## src/hw/rtl/scl_pkg.sv

```systemverilog
package scl_pkg;

	localparam logic [3:0] TOK_WORD   = 4'd0;
	localparam logic [3:0] TOK_VAR    = 4'd1;
	localparam logic [3:0] TOK_CHAIN  = 4'd2;
	localparam logic [3:0] TOK_PIPE   = 4'd3;
	localparam logic [3:0] TOK_OUT    = 4'd4;
	localparam logic [3:0] TOK_APPEND = 4'd5;
	localparam logic [3:0] TOK_IN     = 4'd6;
	localparam logic [3:0] TOK_EOL    = 4'd7;
	localparam logic [3:0] TOK_IF     = 4'd8;
	localparam logic [3:0] TOK_THEN   = 4'd9;
	localparam logic [3:0] TOK_FI     = 4'd10;
	localparam logic [3:0] TOK_FOR    = 4'd11;
	localparam logic [3:0] TOK_KW_IN  = 4'd12;
	localparam logic [3:0] TOK_DO     = 4'd13;
	localparam logic [3:0] TOK_DONE   = 4'd14;
	localparam logic [3:0] TOK_END    = 4'd15;

	localparam int unsigned QUEUE_DEPTH = 4;
	localparam int unsigned QPTR_W      = 2;
	localparam int unsigned QCNT_W      = 3;

	localparam int unsigned NUM_KW = 7;

	// raw token as the front end sees it; words are classified downstream
	typedef struct packed {
		logic        is_word;
		logic        ovf;
		logic        dollar;
		logic [31:0] head;
		logic [3:0]  kind;
		logic [15:0] start;
		logic [7:0]  len;
		logic        too_long;
	} scl_tok_t;

	// results of one input item: one or two tokens
	typedef struct packed {
		logic     two;
		scl_tok_t tok1;
		scl_tok_t tok0;
	} scl_entry_t;

	typedef struct packed {
		logic [7:0]  len;
		logic [31:0] head;
		logic [3:0]  kind;
	} scl_kw_t;

	typedef struct packed {
		logic       hit;
		logic [3:0] kind;
	} scl_kw_hit_t;

	localparam scl_kw_t KW_TABLE [NUM_KW] = '{
		'{len: 8'd2, head: 32'h0000_6669, kind: TOK_IF},
		'{len: 8'd4, head: 32'h6E65_6874, kind: TOK_THEN},
		'{len: 8'd2, head: 32'h0000_6966, kind: TOK_FI},
		'{len: 8'd3, head: 32'h0072_6F66, kind: TOK_FOR},
		'{len: 8'd2, head: 32'h0000_6E69, kind: TOK_KW_IN},
		'{len: 8'd2, head: 32'h0000_6F64, kind: TOK_DO},
		'{len: 8'd4, head: 32'h656E_6F64, kind: TOK_DONE}
	};

	function automatic scl_kw_hit_t kw_match(logic [7:0] len, logic [31:0] head);
		scl_kw_hit_t res;
		res.hit  = 1'b0;
		res.kind = TOK_WORD;
		for (int i = 0; i < NUM_KW; i++) begin
			if (KW_TABLE[i].len == len && KW_TABLE[i].head == head) begin
				res.hit  = 1'b1;
				res.kind = KW_TABLE[i].kind;
			end
		end
		return res;
	endfunction

endpackage

```

## src/hw/rtl/scl_front.sv

```systemverilog
module scl_front #(
	parameter int unsigned MAX_TOKEN = 255,
	parameter int unsigned MAX_LINE  = 65535
) (
	input  logic               clk,
	input  logic               arst_n,
	input  logic               in_valid,
	output logic               in_ready,
	input  logic [7:0]         in_char,
	input  logic               full,
	output logic               push,
	output scl_pkg::scl_entry_t push_data
);

	localparam int unsigned LEN_CAP_I = (MAX_TOKEN < 255) ? MAX_TOKEN : 255;
	localparam int unsigned OFF_CAP_I = (MAX_LINE < 65535) ? MAX_LINE : 65535;
	localparam logic [7:0]  LEN_CAP   = LEN_CAP_I[7:0];
	localparam logic [15:0] OFF_CAP   = OFF_CAP_I[15:0];

	localparam logic [7:0] CH_SPACE  = 8'h20;
	localparam logic [7:0] CH_TAB    = 8'h09;
	localparam logic [7:0] CH_NL     = 8'h0A;
	localparam logic [7:0] CH_SEMI   = 8'h3B;
	localparam logic [7:0] CH_PIPE   = 8'h7C;
	localparam logic [7:0] CH_LT     = 8'h3C;
	localparam logic [7:0] CH_GT     = 8'h3E;
	localparam logic [7:0] CH_QUOTE  = 8'h22;
	localparam logic [7:0] CH_DOLLAR = 8'h24;
	localparam logic [7:0] CH_NUL    = 8'h00;
	localparam logic [7:0] CH_FF     = 8'hFF;

	typedef enum logic [1:0] {
		MODE_NORMAL,
		MODE_QUOTE,
		MODE_GT
	} mode_t;

	mode_t       mode_q, mode_nxt;
	logic [7:0]  plen_q, plen_nxt;
	logic [15:0] pstart_q, pstart_nxt;
	logic [31:0] head_q, head_nxt;
	logic        dollar_q, dollar_nxt;
	logic        ovf_q, ovf_nxt;
	logic [15:0] line_pos_q, line_pos_nxt;

	logic        accept;
	logic        push_c;
	logic        is_end;
	logic        has_word;
	logic        lead_valid;
	logic        sep_hit;
	logic [3:0]  sep_kind;
	logic [7:0]  base_len, add_len;
	logic [15:0] base_start;
	logic [31:0] base_head, add_head;
	logic        base_dollar, add_dollar;
	logic        base_ovf, add_ovf;
	scl_pkg::scl_tok_t word_tok, out_tok, end_tok, sep_tok, app_tok, lead_tok;
	scl_pkg::scl_entry_t entry;

	function automatic scl_pkg::scl_tok_t simple_tok(logic [3:0] kind, logic [15:0] start,
			logic [7:0] len);
		scl_pkg::scl_tok_t t;
		t.is_word  = 1'b0;
		t.ovf      = 1'b0;
		t.dollar   = 1'b0;
		t.head     = 32'd0;
		t.kind     = kind;
		t.start    = start;
		t.len      = len;
		t.too_long = (start == OFF_CAP);
		return t;
	endfunction

	assign in_ready = !full;
	assign accept   = in_valid && in_ready;
	assign push     = accept && push_c;
	assign push_data = entry;

	always_comb begin
		is_end   = (in_char == CH_NUL) || (in_char == CH_FF);
		has_word = (plen_q != 8'd0);

		word_tok.is_word  = 1'b1;
		word_tok.ovf      = ovf_q;
		word_tok.dollar   = dollar_q;
		word_tok.head     = head_q;
		word_tok.kind     = scl_pkg::TOK_WORD;
		word_tok.start    = pstart_q;
		word_tok.len      = plen_q;
		word_tok.too_long = ovf_q || (pstart_q == OFF_CAP);

		out_tok = simple_tok(scl_pkg::TOK_OUT, pstart_q, 8'd1);
		app_tok = simple_tok(scl_pkg::TOK_APPEND, pstart_q, 8'd2);
		end_tok = simple_tok(scl_pkg::TOK_END, line_pos_q, 8'd0);

		sep_hit = in_char inside {CH_SEMI, CH_PIPE, CH_LT, CH_NL};
		case (in_char)
			CH_SEMI: sep_kind = scl_pkg::TOK_CHAIN;
			CH_PIPE: sep_kind = scl_pkg::TOK_PIPE;
			CH_LT:   sep_kind = scl_pkg::TOK_IN;
			default: sep_kind = scl_pkg::TOK_EOL;
		endcase
		sep_tok = simple_tok(sep_kind, line_pos_q, 8'd1);

		lead_valid = (mode_q == MODE_GT) || has_word;
		lead_tok   = (mode_q == MODE_GT) ? out_tok : word_tok;

		// append one byte to the pending word
		base_len    = plen_q;
		base_start  = has_word ? pstart_q : line_pos_q;
		base_head   = has_word ? head_q : 32'd0;
		base_dollar = has_word && dollar_q;
		base_ovf    = has_word && ovf_q;
		add_len     = base_len;
		add_head    = base_head;
		add_ovf     = base_ovf;
		if (base_len < LEN_CAP) begin
			if (base_len < 8'd4) begin
				add_head = base_head | ({24'd0, in_char} << {base_len[1:0], 3'b000});
			end
			add_len = base_len + 8'd1;
		end else begin
			add_ovf = 1'b1;
		end
		add_dollar = base_dollar || (in_char == CH_DOLLAR);

		mode_nxt     = mode_q;
		plen_nxt     = plen_q;
		pstart_nxt   = pstart_q;
		head_nxt     = head_q;
		dollar_nxt   = dollar_q;
		ovf_nxt      = ovf_q;
		line_pos_nxt = (line_pos_q < OFF_CAP) ? line_pos_q + 16'd1 : line_pos_q;
		push_c       = 1'b0;
		entry.two    = 1'b0;
		entry.tok0   = lead_tok;
		entry.tok1   = end_tok;

		if (is_end) begin
			push_c       = 1'b1;
			entry.two    = lead_valid;
			entry.tok0   = lead_valid ? lead_tok : end_tok;
			mode_nxt     = MODE_NORMAL;
			plen_nxt     = 8'd0;
			pstart_nxt   = 16'd0;
			head_nxt     = 32'd0;
			dollar_nxt   = 1'b0;
			ovf_nxt      = 1'b0;
			line_pos_nxt = 16'd0;
		end else begin
			case (mode_q)
				MODE_QUOTE: begin
					plen_nxt   = add_len;
					pstart_nxt = base_start;
					head_nxt   = add_head;
					dollar_nxt = add_dollar;
					ovf_nxt    = add_ovf;
					if (in_char == CH_QUOTE) begin
						mode_nxt = MODE_NORMAL;
					end
				end
				default: begin
					mode_nxt = MODE_NORMAL;
					if (mode_q == MODE_GT && in_char == CH_GT) begin
						push_c     = 1'b1;
						entry.tok0 = app_tok;
					end else if (in_char == CH_SPACE || in_char == CH_TAB) begin
						push_c     = lead_valid;
						plen_nxt   = 8'd0;
						head_nxt   = 32'd0;
						dollar_nxt = 1'b0;
						ovf_nxt    = 1'b0;
					end else if (sep_hit) begin
						push_c     = 1'b1;
						entry.two  = lead_valid;
						entry.tok0 = lead_valid ? lead_tok : sep_tok;
						entry.tok1 = sep_tok;
						plen_nxt   = 8'd0;
						head_nxt   = 32'd0;
						dollar_nxt = 1'b0;
						ovf_nxt    = 1'b0;
					end else if (in_char == CH_GT) begin
						push_c     = lead_valid;
						plen_nxt   = 8'd0;
						head_nxt   = 32'd0;
						dollar_nxt = 1'b0;
						ovf_nxt    = 1'b0;
						pstart_nxt = line_pos_q;
						mode_nxt   = MODE_GT;
					end else begin
						push_c     = (mode_q == MODE_GT);
						entry.tok0 = out_tok;
						plen_nxt   = add_len;
						pstart_nxt = base_start;
						head_nxt   = add_head;
						dollar_nxt = add_dollar;
						ovf_nxt    = add_ovf;
						if (in_char == CH_QUOTE) begin
							mode_nxt = MODE_QUOTE;
						end
					end
				end
			endcase
		end
	end

	always_ff @(posedge clk or negedge arst_n) begin
		if (!arst_n) begin
			mode_q     <= MODE_NORMAL;
			plen_q     <= 8'd0;
			pstart_q   <= 16'd0;
			head_q     <= 32'd0;
			dollar_q   <= 1'b0;
			ovf_q      <= 1'b0;
			line_pos_q <= 16'd0;
		end else if (accept) begin
			mode_q     <= mode_nxt;
			plen_q     <= plen_nxt;
			pstart_q   <= pstart_nxt;
			head_q     <= head_nxt;
			dollar_q   <= dollar_nxt;
			ovf_q      <= ovf_nxt;
			line_pos_q <= line_pos_nxt;
		end
	end

	// a pending word never coexists with a waiting >
	a_gt_no_word: assert property (@(posedge clk) disable iff (!arst_n)
		(mode_q == MODE_GT) |-> (plen_q == 8'd0))
		else $error("pending word while > is waiting");

endmodule

```

## src/hw/rtl/scl_queue.sv

```systemverilog
module scl_queue (
	input  logic                clk,
	input  logic                arst_n,
	input  logic                push,
	input  scl_pkg::scl_entry_t push_data,
	output logic                full,
	input  logic                pop,
	output logic                head_valid,
	output scl_pkg::scl_entry_t head_data
);

	localparam logic [scl_pkg::QCNT_W-1:0] DEPTH_C = scl_pkg::QCNT_W'(scl_pkg::QUEUE_DEPTH);

	scl_pkg::scl_entry_t mem_q [scl_pkg::QUEUE_DEPTH];
	logic [scl_pkg::QPTR_W-1:0] wr_ptr_q, rd_ptr_q;
	logic [scl_pkg::QCNT_W-1:0] cnt_q;
	logic do_push, do_pop;

	assign full       = (cnt_q == DEPTH_C);
	assign head_valid = (cnt_q != '0);
	assign head_data  = mem_q[rd_ptr_q];
	assign do_push    = push && !full;
	assign do_pop     = pop && head_valid;

	always_ff @(posedge clk or negedge arst_n) begin
		if (!arst_n) begin
			wr_ptr_q <= '0;
			rd_ptr_q <= '0;
			cnt_q    <= '0;
		end else begin
			if (do_push) begin
				wr_ptr_q <= wr_ptr_q + scl_pkg::QPTR_W'(1);
			end
			if (do_pop) begin
				rd_ptr_q <= rd_ptr_q + scl_pkg::QPTR_W'(1);
			end
			if (do_push && !do_pop) begin
				cnt_q <= cnt_q + scl_pkg::QCNT_W'(1);
			end else if (do_pop && !do_push) begin
				cnt_q <= cnt_q - scl_pkg::QCNT_W'(1);
			end
		end
	end

	always_ff @(posedge clk) begin
		if (do_push) begin
			mem_q[wr_ptr_q] <= push_data;
		end
	end

	a_no_overflow: assert property (@(posedge clk) disable iff (!arst_n)
		push |-> !full)
		else $error("push into full queue");

	a_cnt_range: assert property (@(posedge clk) disable iff (!arst_n)
		cnt_q <= DEPTH_C)
		else $error("queue count out of range");

	a_pop_empty: assert property (@(posedge clk) disable iff (!arst_n)
		pop |-> head_valid)
		else $error("pop from empty queue");

endmodule

```

## src/hw/rtl/scl_back.sv

```systemverilog
module scl_back (
	input  logic                clk,
	input  logic                arst_n,
	input  logic                q_valid,
	input  scl_pkg::scl_entry_t q_entry,
	output logic                q_pop,
	output logic                m_tvalid,
	input  logic                m_tready,
	output logic [31:0]         m_tdata,
	output logic                m_tlast
);

	logic              load;
	logic              sel_q;
	logic              final_tok;
	logic              m_tvalid_q;
	logic [31:0]       m_tdata_q;
	logic              m_tlast_q;
	logic [3:0]        tok_type;
	scl_pkg::scl_tok_t cur;
	scl_pkg::scl_kw_hit_t kw;

	assign load      = q_valid && (!m_tvalid_q || m_tready);
	assign cur       = sel_q ? q_entry.tok1 : q_entry.tok0;
	assign final_tok = sel_q || !q_entry.two;
	assign q_pop     = load && final_tok;

	always_comb begin
		kw = scl_pkg::kw_match(cur.len, cur.head);
		if (!cur.is_word) begin
			tok_type = cur.kind;
		end else if (kw.hit && !cur.ovf) begin
			tok_type = kw.kind;
		end else if (cur.dollar) begin
			tok_type = scl_pkg::TOK_VAR;
		end else begin
			tok_type = scl_pkg::TOK_WORD;
		end
	end

	always_ff @(posedge clk or negedge arst_n) begin
		if (!arst_n) begin
			m_tvalid_q <= 1'b0;
			sel_q      <= 1'b0;
		end else if (load) begin
			m_tvalid_q <= 1'b1;
			sel_q      <= !final_tok;
		end else if (m_tready) begin
			m_tvalid_q <= 1'b0;
		end
	end

	always_ff @(posedge clk) begin
		if (load) begin
			m_tdata_q <= {3'b000, cur.too_long, cur.len, cur.start, tok_type};
			m_tlast_q <= final_tok;
		end
	end

	assign m_tvalid = m_tvalid_q;
	assign m_tdata  = m_tdata_q;
	assign m_tlast  = m_tlast_q;

	// second token pending means the head entry holds two tokens
	a_sel_two: assert property (@(posedge clk) disable iff (!arst_n)
		sel_q |-> (q_valid && q_entry.two))
		else $error("second token selected without a two-token entry");

endmodule

```

## src/hw/rtl/shell_command_lexer.sv

```systemverilog
// Shell command lexer: one command-line byte enters per cycle on the s_ side
// while the queue is not full, and tokens leave on the m_ side as type, start
// offset, length and an overflow flag, with tlast on the final token caused by
// a byte. The lexer front end keeps the word state and classifies bytes; a
// four-item queue feeds the token formatter, which matches keywords and drives
// a registered output, one token per cycle while m_tready is high. A byte that
// yields two tokens (a word or a waiting > before a separator or end byte)
// sends both in turn; bytes that yield none send nothing. A 0x00 or 0xFF byte
// closes the line with an end token.
module shell_command_lexer #(
	parameter int unsigned MAX_TOKEN = 255,
	parameter int unsigned MAX_LINE  = 65535
) (
	input  logic        clk,
	input  logic        arst_n,
	input  logic        s_tvalid,
	output logic        s_tready,
	input  logic [7:0]  s_tdata,   // [7:0] char_in
	output logic        m_tvalid,
	input  logic        m_tready,
	output logic [31:0] m_tdata,   // [3:0] token_type, [19:4] token_start,
	                               // [27:20] token_length, [28] too_long
	output logic        m_tlast
);

	logic                push, full, pop, head_valid;
	scl_pkg::scl_entry_t push_data, head_data;

	scl_front #(
		.MAX_TOKEN(MAX_TOKEN),
		.MAX_LINE (MAX_LINE)
	) u_front (
		.clk      (clk),
		.arst_n   (arst_n),
		.in_valid (s_tvalid),
		.in_ready (s_tready),
		.in_char  (s_tdata),
		.full     (full),
		.push     (push),
		.push_data(push_data)
	);

	scl_queue u_queue (
		.clk       (clk),
		.arst_n    (arst_n),
		.push      (push),
		.push_data (push_data),
		.full      (full),
		.pop       (pop),
		.head_valid(head_valid),
		.head_data (head_data)
	);

	scl_back u_back (
		.clk     (clk),
		.arst_n  (arst_n),
		.q_valid (head_valid),
		.q_entry (head_data),
		.q_pop   (pop),
		.m_tvalid(m_tvalid),
		.m_tready(m_tready),
		.m_tdata (m_tdata),
		.m_tlast (m_tlast)
	);

endmodule
```

## config.mk

```make
export PLATFORM = sky130hd
export DESIGN_NAME = shell_command_lexer
export DESIGN_NICKNAME = d
export VERILOG_FILES = /design/src/hw/rtl/scl_pkg.sv /design/src/hw/rtl/scl_front.sv /design/src/hw/rtl/scl_queue.sv /design/src/hw/rtl/scl_back.sv /design/src/hw/rtl/shell_command_lexer.sv
export SDC_FILE = /design/constraint.sdc
export NUM_CORES = 1
export LEC_CHECK = 0
export BUFFER_PORTS_ARGS = -buffer_cell sky130_fd_sc_hd__buf_2
export CAP_MARGIN = 5
export CORE_UTILIZATION = 25
export CTS_CLUSTER_DIAMETER = 60
export DETAILED_ROUTE_END_ITERATION = 10
export GPL_TIMING_DRIVEN = 1
export SYNTH_ARGS = -nofsm -noshare
export SYNTH_HDL_FRONTEND = slang
export SYNTH_HIERARCHICAL = 1
export SYNTH_SLANG_ARGS = --single-unit
```

## constraint.sdc

```tcl
create_clock -name clk -period 6.1 [get_ports clk]
set_clock_uncertainty 0.15 [all_clocks]
set_input_delay 0.305 -clock clk [delete_from_list [all_inputs] [get_ports clk]]
set_output_delay 0.305 -clock clk [all_outputs]
set_load 0.02 [all_outputs]
```

---- Word level (Yosys, flattened, before mapping) ----
Memory sizes are Yosys's and may differ from the RTL's.
Cells that the tools add are included.
word-level totals
  flip-flop bits (word level) ............. 115
  RAM bits ................................ 516
  bits of input ports ..................... 12
  output and inout port bits .............. 35
  word-level logic and storage cells ...... 182
  memories kept ........................... 1
memories
  name           depth  width  read ports  clocked after Yosys merged registers in  wr ports  RTL line         source
  u_queue.mem_q  4      129    1           0                                        1         scl_queue.sv:14  scl_pkg::scl_entry_t mem_q [scl_pkg::QUEUE_DEPTH];
cells by class
  add/sub/neg operators ................... 6
  order comparisons ....................... 3
  eq/ne operators ......................... 29
  shift operators ......................... 1
  multiplexer cells ....................... 83
  bitwise operators ....................... 1
  reductions and logical operators ........ 44
operator list
  cell                     count
  $mux W64                 9
  $mux W32                 9
  $mux W129                2
  $mux W16                 9
  $mux W65                 2
  $eq A15 B32 Y1 const A   4
  $eq A31 B32 Y1 const A   2
  $mux W8                  7
  $eq A8 B6 Y1 const B     6
  $mux W5                  7
  $eq A16 B16 Y1 const B   2
  $eq A23 B32 Y1 const A   1
  $or A32 B32 Y32          1
  $shl A8 B5 Y32           1
  $mux W1                  26
  $logic_and A1 B1 Y1      19
  $add A16 B1 Y16 const B  1
  $eq A2 B8 Y1 const A     2
  $eq A8 B4 Y1 const B     2
  $lt A16 B16 Y1 const B   1
  $mux W2                  7
  $ne A3 B2 Y1 const B     3
  $pmux W3 S3              1
  $add A8 B1 Y8 const B    1
  23 further kinds         42

---- Logic depth before layout (Yosys ltp) ----
Gate-level depths: netlist (run 1).
  depth in word-level cells ............... 14
  mapped depth ............................ 15
  gate-level depth less buffers ........... 13

---- Hierarchy ----
The synthesis (run 1) kept the hierarchy.
by module, submodules not included
  module     times used  cells each  area an instance (um2)  sequential area each (um2)
  scl_queue  1           709         19025.7                 15670.0
  scl_front  1           512         4854.7                  1901.8
  scl_back   1           201         2199.6                  950.9

---- Least setup slack after synthesis (run 1) ----
OpenSTA, ideal clock, no wires.
  kind .................................... input to register
  from .................................... input port s_tdata[7]
  to ...................................... memory u_queue/mem_q[0][0] (netlist bit) (enable)
  library setup time ...................... 0.503 ns
  arrival time ............................ 4.818 ns
  data required time ...................... 5.447 ns
  setup slack ............................. 0.629 ns
  cell stages on the path ................. 10
  path buffers ............................ 2
  path through ............................ buf_6 or4b_4 nor2_4 nand3b_4 a21o_1 a211oi_1 a211oi_1 nor2b_1 buf_2 and2_1
on the way
  cells in the longest elaborated chain, start to end .. 11
  elaborated cells on any way between the ends .. 23
  classes of those cells .................. eq/ne (8); mux (8); reduce/logical (7)
ends and longest elaborated chain
  element                                        RTL line                           source
  start: declaration                             shell_command_lexer.sv:18          input logic [7:0] s_tdata,
  $eq A8 B6 Y1, or another cell as far along     scl_front.sv:97                    sep_hit = in_char inside {CH_SEMI, CH_PIPE, CH_LT, CH_NL};
  $reduce_bool A4 Y1 or $mux W1 (tied branches)  scl_front.sv:97, scl_front.sv:183
  $mux W1                                        scl_front.sv:174                   end else if (sep_hit) begin
  $mux W1                                        scl_front.sv:168                   end else if (in_char == CH_SPACE || in_char == CH_TAB) begin
  $mux W1                                        scl_front.sv:165                   if (mode_q == MODE_GT && in_char == CH_GT) begin
  $mux W1                                        scl_front.sv:152                   case (mode_q)
  $mux W1 (*)                                    scl_front.sv:140                   if (is_end) begin
  $logic_and A1 B1 Y1 (*)                        scl_front.sv:77                    assign push = accept && push_c;
  net push                                       shell_command_lexer.sv:26          logic push, full, pop, head_valid;
  $logic_and A1 B1 Y1 (*)                        scl_queue.sv:22                    assign do_push = push && !full;
  net u_queue.do_push                            scl_queue.sv:17                    logic do_push, do_pop;
  $mux W1 (*)                                    scl_queue.sv:46                    if (do_push) begin
  $mux W1 (implied by the code) (*)              scl_queue.sv:47                    mem_q[wr_ptr_q] <= push_data;
  end: declaration                               scl_queue.sv:14
The timed path passes the listed nets; every way through them passes the cells marked *.

==> out/results.env, run 1 <==
FILL_CELLS=10000
NUMBER_OF_ENABLE_TYPE_REGISTER_CELLS_IN_THE_SYNTHESIZED_NETLIST=546
FLOORPLAN.DIE_AREA_UM2=106000
YS_FF_LATCH=631
STATIC-LEAKAGE-POWER_uW=0.00987
TIMING.FINAL.SETUP_VIOLATIONS=0
WORSTHOLDSTART='s_tvalid'
VIAS_PER_CELL=4.46
ROUTE.VIAS.TOTAL=13100
PLACE.GP.CONGESTION=0.818
NUMBER_OF_BUFFERS_ADDED_BY_THE_CLOCK_TREE_SYNTHESIS_STEP=68
CTS_HTREE_LEVELS=3
CP-START-KIND='flop'
INTERNAL_POWER_uW=8940
DETAIL_ROUTE.ITER0.VIOLATIONS=1078
SYN_AREA_PER_CELL_UM2=18.3
SYNTH_LARGEST_TYPE_AREA_FRACTION=0.629
CLOCKROOTBUFFER='sky130_fd_sc_hd__clkbuf_16'
PWR-SHARE-COMB=0.227
R2R_STARTPOINT='u_queue/rd_ptr_q[0]'
SYNTH_FF_TYPE='sky130_fd_sc_hd__edfxtp_1'
FINAL-MAX-SLEW-VIOLATION-COUNT=0
CTS.REPORTEDPATHS.CLKPINSLEW_NS=0.06
WORSTPATHARRIVAL_NS=4.67
SYNTH_SEQUENTIAL_AREA_RATIO=0.710
CLK_BUF_DEPTH=3
CLOCK_TREE_FROM_TRITONCTS='yes'
DRC=0
CRIT_PATH_MAX_FANOUT=38
WORST_IR_DROP_VDD_mV=0.198
DIEWIDTH_UM=325
PLACEABLECOREAREA_UM2=103000
POWER_SWITCHING_uW=3570
GRT_FIRST_PASS_WIRELENGTH_UM=84500
FRACTION_OF_THE_CORE_AREA_COVERED_BY_CELLS_AT_THE_END_OF_THE_FLOW=0.290
OUTCOME='finished, final reports clean'
POST-PLACE-WS_NS=1.51
MAX-SLEW-MARGIN-REL=0.113
CTSRESIZECOUNT=0
SHARE_OF_TOTAL_POWER_CONSUMED_BY_NET_SWITCHING=0.285
CLOCK_LATENCY_NS=0.61
FLOORPLAN.ROWS=118
FINAL.SETUP.TNS_NS=0
ANTENNA_LEFT=0
TIMING.CRITICAL_PATH.FROM='u_queue/rd_ptr_q[0]'
FIN_WS_NS=1.63
GRT.OVERFLOW.TOTAL=0
FIRST_GLOBAL_VIAS=13500
CRIT_REQUIRED_NS=6.30
FINALWORSTPATHREQUIREDPERIOD_NS=4.47
FINAL.HOLD.WORST_SLACK_NS=0.175
DETAIL_ROUTE.FIRST_PASS.ITERATIONS=5
CRIT_END_ELEMENT='flop'
SYN_AREA_UM2=26100
CLOCK-SINKS=631
FINALHOLDVIOLCOUNT=0
SYNTH-ASYNC-RESET-RATIO=0.135
SYNTHCELLS=1422
FIN_TOTAL_PWR_uW=12500
POWER_FRAC_SEQ=0.444
AREA_DELTA_SYNTH_FINAL_PCT=15.2
LAYOUT_CELL_SHARE_WITH_DRIVE_STRENGTH_BEYOND_1=0.242
WIRELENGTH_UM=54800
START_UTIL=0.252
SYNTH_TOP_CELL_BY_AREA='sky130_fd_sc_hd__edfxtp_1'
SYNTH.DISTINCT_CELLS=87
DRV_CAP=0
FP.DIEH_UM=325
P_CLK_FRAC=0.329
SYNTH-WARNING-COUNT=6
PERIOD_SHARE=0.733
ROUTE.DETAILED.WL_PER_INST_UM=18.7
IO_BUFFER_COUNT=43
TOP_LEVEL_PORTS=47
FINISH.NET_COUNT=1524
SYNTHTOPCELLSBYAREA='sky130_fd_sc_hd__edfxtp_1 63%, sky130_fd_sc_hd__mux4_2 11%, sky130_fd_sc_hd__dfrtp_1 8.2%'
HOLD_PATH.CLASS='in -> reg'
POWER.DENSITY_CELL_AREA_nW_PER_UM2=416
ANTENNA_VIOLATIONS_BEFORE_REPAIR=5
FMAX_GHz=0.224
DETAILEDPLACEMENTHPWL_UM=34600
WORSTMARGINPINSLEW_NS=1.33
GLOBALROUTETOTALUTIL=0.104
UNREPAIRED_SETUP_ENDPOINTS_AFTER_GLOBAL_ROUTING='false'
PIN_COUNT_OF_THE_BIGGEST_NET_ENTERING_GLOBAL_ROUTING=65
CRIT_TYPE='reg -> reg'
-- synth_stat cells (all sizes together) (6+ instances only) --
cell type / number
edfxtp: 546
mux4: 129
a22o: 32
nor3: 14
nand4b: 7
nor2: 51
inv: 12
nor4: 9
buf: 101
dfrtp: 85
and3: 8
nand3: 37
xor2: 13
nand2: 51
a21oi: 27
nand4: 16
xnor2: 13
and2: 47
mux2: 46
ha: 8
clkbuf: 14
o32ai: 6
nand2b: 21
o21ai: 37
-- state kept, by name (all words and copies together) (netlist names), 2 cells and up --
name / cells
u_front/mode_q: 2
u_front/head_q: 32
u_front/base_len: 8
u_front/pstart_q: 16
u_back/m_tdata: 29
u_queue/cnt_q: 3
u_queue/mem_q: 516
u_queue/rd_ptr_q: 2
u_front/line_pos_q: 16
u_queue/wr_ptr_q: 2
-- path summary, 6_finish.rpt --
check	to	slack, ns	cells after the start
min in group asynchronous	u_front/line_pos_q[3]	0.33	3
worst min register to register	u_queue/cnt_q[2]	0.35	1
worst min-delay path	u_front/mode_q[1]	0.17	4
worst max register to register	u_back/m_tdata[0]	1.63	9
max in group asynchronous	u_front/line_pos_q[12]	4.33	3
worst max-delay path	u_back/m_tdata[0]	1.63	9
-- final cells by class --
type                            instances  area, um2  share of cell area
Inverter                               12       45.0             0.00150
Tap cell                             1380       1730              0.0575
Antenna cell                            1       2.50           0.0000833
Clock buffer                           89       1850              0.0617
Clock inverter                         33        400              0.0133
Sequential cell                       631      18500               0.617
Multi-Input combinational cell        707       6870               0.229
Timing Repair Buffer                   83        611              0.0203
-- layer usage --
| metal | track usage | part of all wire | vias to the layer above |
|---|---|---|---|
| li1 | - | - | 5782 |
| met1 | 0.138 | 0.44 | 6887 |
| met2 | 0.167 | 0.48 | 329 |
| met3 | 0.0224 | 0.052 | 88 |
| met4 | 0.0382 | 0.026 | 4 |
| met5 | 0 | 0.00042 | - |
-- cells by family after synthesis --
| logic type | Yosys count | share of synthesized area |
|---|---|---|
| flip-flops | 631 | 0.710 |
| AND/OR/NAND/NOR | 299 | 0.0685 |
| multiplexers | 180 | 0.134 |
| AO/OA/AOI/OAI | 147 | 0.0410 |
| buffers and inverters | 127 | 0.0329 |
| XOR/XNOR | 26 | 0.00873 |
| adder cells (fa/ha/maj) | 9 | 0.00461 |
| other | 3 | 0.000432 |
-- cells in the final DEF (no fill, tap or decap), types with 27 or more instances in the layout --
master / Yosys / routed
sky130_fd_sc_hd__buf_2: 26 / 42
sky130_fd_sc_hd__dfrtp_1: 85 / 82
sky130_fd_sc_hd__nor2_1: 49 / 48
sky130_fd_sc_hd__nand2_1: 49 / 49
sky130_fd_sc_hd__edfxtp_1: 546 / 546
sky130_fd_sc_hd__and2_1: 47 / 43
sky130_fd_sc_hd__clkbuf_16: 0 / 70
sky130_fd_sc_hd__mux2_2: 39 / 39
sky130_fd_sc_hd__nand3_1: 36 / 36
sky130_fd_sc_hd__conb_1: 3 / 46
sky130_fd_sc_hd__o21ai_0: 27 / 27
sky130_fd_sc_hd__mux4_2: 129 / 129
sky130_fd_sc_hd__a22o_1: 32 / 32
-- worst max-delay path: stages (launching register included) --
cell and delay [ns]:
sky130_fd_sc_hd__dfrtp_4 0.96, sky130_fd_sc_hd__buf_4 0.49, sky130_fd_sc_hd__mux4_2 0.54, sky130_fd_sc_hd__nand4bb_1 0.25
sky130_fd_sc_hd__o22ai_2 0.41, sky130_fd_sc_hd__nand4_1 0.22, sky130_fd_sc_hd__or4_4 0.54, sky130_fd_sc_hd__o21ai_2 0.09
sky130_fd_sc_hd__mux2_1 0.34, sky130_fd_sc_hd__o21a_1 0.19
-- metrics by stage --
stage | instance area, um2 | cells
final | 30000 | 2936
after floorplan | 26200 | 1465
after global placement | 27700 | 2801
after CTS | 30000 | 2935
after detailed placement | 27700 | 2801
after global routing | 30000 | 2936
-- power groups by stage --
stage          Combinational (uW)  Sequential [uW]  Clock [uW]
2_1_floorplan                2210             5480           0
3_3_place_gp                 2850             5640           0
3_5_place_dp                 2880             5650           0
4_1_cts                      2900             5570        4230
5_1_grt                      3080             5610        4380
6_report                     2840             5550        4110
-- repair_timing --
action	in CTS	in global routing
setup endpoints to repair	0	0
buffers inserted	0	0
endpoints found under the hold margin	56	0
hold buffers	12	0
Power figures use the tool's default switching activity.
==> run 2: changes to the inputs <==
clock period = 4.6 ns   (was 6.1 ns; I/O delays follow)
==> out/results.env, run 2 (synthesis gave the netlist of run 1 again) <==
DIEWIDTH_UM=325  # unchanged
DP_CELLS=2816  # +0.54%
PLACEABLECOREAREA_UM2=103000  # unchanged
AREA_DELTA_SYNTH_FINAL_PCT=16.3
ANTENNA_LEFT=0  # unchanged
FRACTION_OF_THE_CORE_AREA_COVERED_BY_CELLS_AT_THE_END_OF_THE_FLOW=0.293  # +0.00284
STDCELL_AREA_UM2=30300  # +0.98%
INTERNAL_POWER_uW=12000  # +34%
LARGEST_REGISTER_FFS=516  # unchanged
CLOCK-SINKS=631  # unchanged
PLACE_AREA_UM2=27900  # +0.81%
CTSRESIZECOUNT=0  # unchanged
CTS.REPORTEDPATHS.CLKPINSLEW_NS=0.06  # about the same
DETAIL_ROUTE.FIRST_PASS.ITERATIONS=6  # +1
MOST-COMMON-LAYOUT-CELLS='546 x sky130_fd_sc_hd__edfxtp_1, 129 x sky130_fd_sc_hd__mux4_2, 82 x sky130_fd_sc_hd__dfrtp_1, 71 x sky130_fd_sc_hd__clkbuf_16, 49 x sky130_fd_sc_hd__nand2_1'
GLOBALROUTETOTALUTIL=0.105  # +0.00103
NUMBER_OF_BUFFERS_ADDED_BY_THE_CLOCK_TREE_SYNTHESIS_STEP=69  # +1.5%
CLOCKROOTBUFFER='sky130_fd_sc_hd__clkbuf_16'
FINALHOLDVIOLCOUNT=0  # unchanged
ANTENNA_VIOLATIONS_BEFORE_REPAIR=7  # +2
HOLD_PATH.CLASS='in -> reg'
WORSTPATHARRIVAL_NS=4.39  # -0.28 ns
FINAL.SETUP.TNS_NS=0  # unchanged
CPPEAKSTAGEDELAY_NS=0.80  # -0.16 ns
WORSTHOLDSTART='s_tvalid'
IO_BUFFER_COUNT=43  # unchanged
CP-START-KIND='flop'
DETAILEDPLACEMENTHPWL_UM=35300  # +1.9%
VIAS_PER_CELL=4.45  # -0.24%
LAYOUT_CELL_SHARE_WITH_DRIVE_STRENGTH_BEYOND_1=0.247  # +0.00471
DRC=0  # unchanged
CRIT_FAMILY='simple AND/OR/NAND/NOR gates'
FIRST_GLOBAL_VIAS=13500  # +0.39%
PERIOD_SHARE=0.909  # +0.176
STATIC-LEAKAGE-POWER_uW=0.00999  # +1.2%
CRITPATHBUFINV=1  # unchanged
FIN_TOTAL_PWR_uW=16800  # +34%
FMAX_GHz=0.239  # +7.0%
POST_CTS_HOLD_BUFFER_COUNT=11  # -1
LAYOUTNONFILLERINSTCOUNT=2956  # +0.68%
DETAIL_ROUTE.ITER0.VIOLATIONS=1072  # -0.56%
CRIT_PATH_MAX_FANOUT=26  # -32%
TIMING.CRITICAL_PATH.FROM='u_queue/rd_ptr_q[0]'
FINAL-MAX-SLEW-VIOLATION-COUNT=0  # unchanged
POWER.DENSITY_CELL_AREA_nW_PER_UM2=552  # +33%
DRV_CAP=0  # unchanged
FINISH.NET_COUNT=1539  # +0.98%
GRT.OVERFLOW.TOTAL=0  # unchanged
LARGEST_REG_BY_FF_COUNT='u_queue/mem_q'
FINALWORSTPATHREQUIREDPERIOD_NS=4.18  # -0.292 ns
CLOCK_TREE_FROM_TRITONCTS='yes'
CTS_POST_SETUP_BUFFERS_INSERTED=0  # unchanged
UNREPAIRED_SETUP_ENDPOINTS_AFTER_GLOBAL_ROUTING='false'
ROUTE.DETAILED.WL_PER_INST_UM=18.8  # +0.54%
POWER_SWITCHING_uW=4770  # +34%
TIMING.FINAL.SETUP_VIOLATIONS=0  # unchanged
CLOCK_LATENCY_NS=0.61  # about the same
POWER_FRAC_SEQ=0.433  # -0.011
GRT_FIRST_PASS_WIRELENGTH_UM=85200  # +0.88%
WORST_IR_DROP_VDD_mV=0.288  # +45%
ROUTE.VIAS.TOTAL=13100  # +0.44%
CRIT_TYPE='reg -> reg'
FINAL_COMMON_CELL='sky130_fd_sc_hd__edfxtp_1'
MAX-SLEW-MARGIN-REL=0.223  # +0.111
SLOWEST_STAGE='sky130_fd_sc_hd__dfrtp_4'
CLK_BUF_DEPTH=3  # unchanged
P_CLK_FRAC=0.332  # +0.003
FLOORPLAN.ROWS=118  # unchanged
FLOORPLAN.DIE_AREA_UM2=106000  # unchanged
START_UTIL=0.252  # unchanged
PLACE.GP.CONGESTION=0.804  # -1.7%
CTS_HTREE_LEVELS=3  # unchanged
FP.DIEH_UM=325  # unchanged
WORSTPATHCELLLIST='buf_12, mux4_2, or4bb_1, a22oi_2, nand4_1, or4_4, o21ai_2, mux2_1, o21a_1'
PIN_COUNT_OF_THE_BIGGEST_NET_ENTERING_GLOBAL_ROUTING=83  # +28%
WORSTMARGINPINSLEW_NS=1.16  # -0.166 ns
OUTCOME='finished, final reports clean'
CRIT_REQUIRED_NS=4.81  # -1.49 ns
R2R_STARTPOINT='u_queue/rd_ptr_q[0]'
PWR-SHARE-COMB=0.235  # +0.008
SHARE_OF_TOTAL_POWER_CONSUMED_BY_NET_SWITCHING=0.285  # about the same
CRIT_END_ELEMENT='flop'
TOP_LEVEL_PORTS=47  # unchanged
WIRELENGTH_UM=55500  # +1.2%
[run 2: power by group through the flow]
stage	logic, uW	clock network, uW	registers, uW
floorplan	2930	0	7260
global placement	3920	0	7370
detailed placement	3970	0	7390
CTS	4000	5700	7280
global route	4250	5930	7340
finish	3930	5560	7260
[run 2: path summary, 6_finish.rpt]
path	endpoint	slack, ns	depth (start not counted)
worst max-delay path	u_back/m_tdata[0]	0.42	9
worst min-delay path	u_front/mode_q[1]	0.08	4
min in group asynchronous	u_front/pstart_q[3]	0.14	2
worst max register to register	u_back/m_tdata[0]	0.42	9
max in group asynchronous	u_back/sel_q	3.18	3
worst min register to register	u_front/head_q[24]	0.34	1
[run 2: layout make-up]
cell class | count | area (um2)
diodes | 2 | 5.00
clock buffers | 101 | 1970
multi-input cells | 707 | 6870
fillers | 10000 | 73200
repair buffers | 97 | 826
well taps | 1380 | 1730
flip-flops and latches | 631 | 18500
clock inverters | 26 | 360
inverters | 12 | 45.0
[run 2: worst reg2reg max path, stage by stage, from the launching register on]
cell and delay (ns):
sky130_fd_sc_hd__dfrtp_4 0.80, sky130_fd_sc_hd__buf_12 0.28, sky130_fd_sc_hd__mux4_2 0.53, sky130_fd_sc_hd__or4bb_1 0.55, sky130_fd_sc_hd__a22oi_2 0.24, sky130_fd_sc_hd__nand4_1 0.21
sky130_fd_sc_hd__or4_4 0.56, sky130_fd_sc_hd__o21ai_2 0.10, sky130_fd_sc_hd__mux2_1 0.34, sky130_fd_sc_hd__o21a_1 0.19
[run 2: per-stage QoR]
| stage | hold WS (ns) | worst slack, ns |
|---|---|---|
| after CTS | 0.0347 | 0.371 |
| final | 0.0800 | 0.419 |
| after floorplan | -0.216 | 0.641 |
| after detailed placement | 0.240 | 0.379 |
| after global routing | 0.0675 | 0.220 |
| after global placement | 0.229 | 0.414 |
[run 2: per-layer routing]
| metal | track usage | wire (um) | up-vias |
|---|---|---|---|
| li1 | - | - | 5803 |
| met1 | 0.140 | 24100 | 6836 |
| met2 | 0.167 | 26100 | 392 |
| met3 | 0.0256 | 3720 | 112 |
| met4 | 0.0381 | 1540 | 4 |
| met5 | 0 | 31 | - |
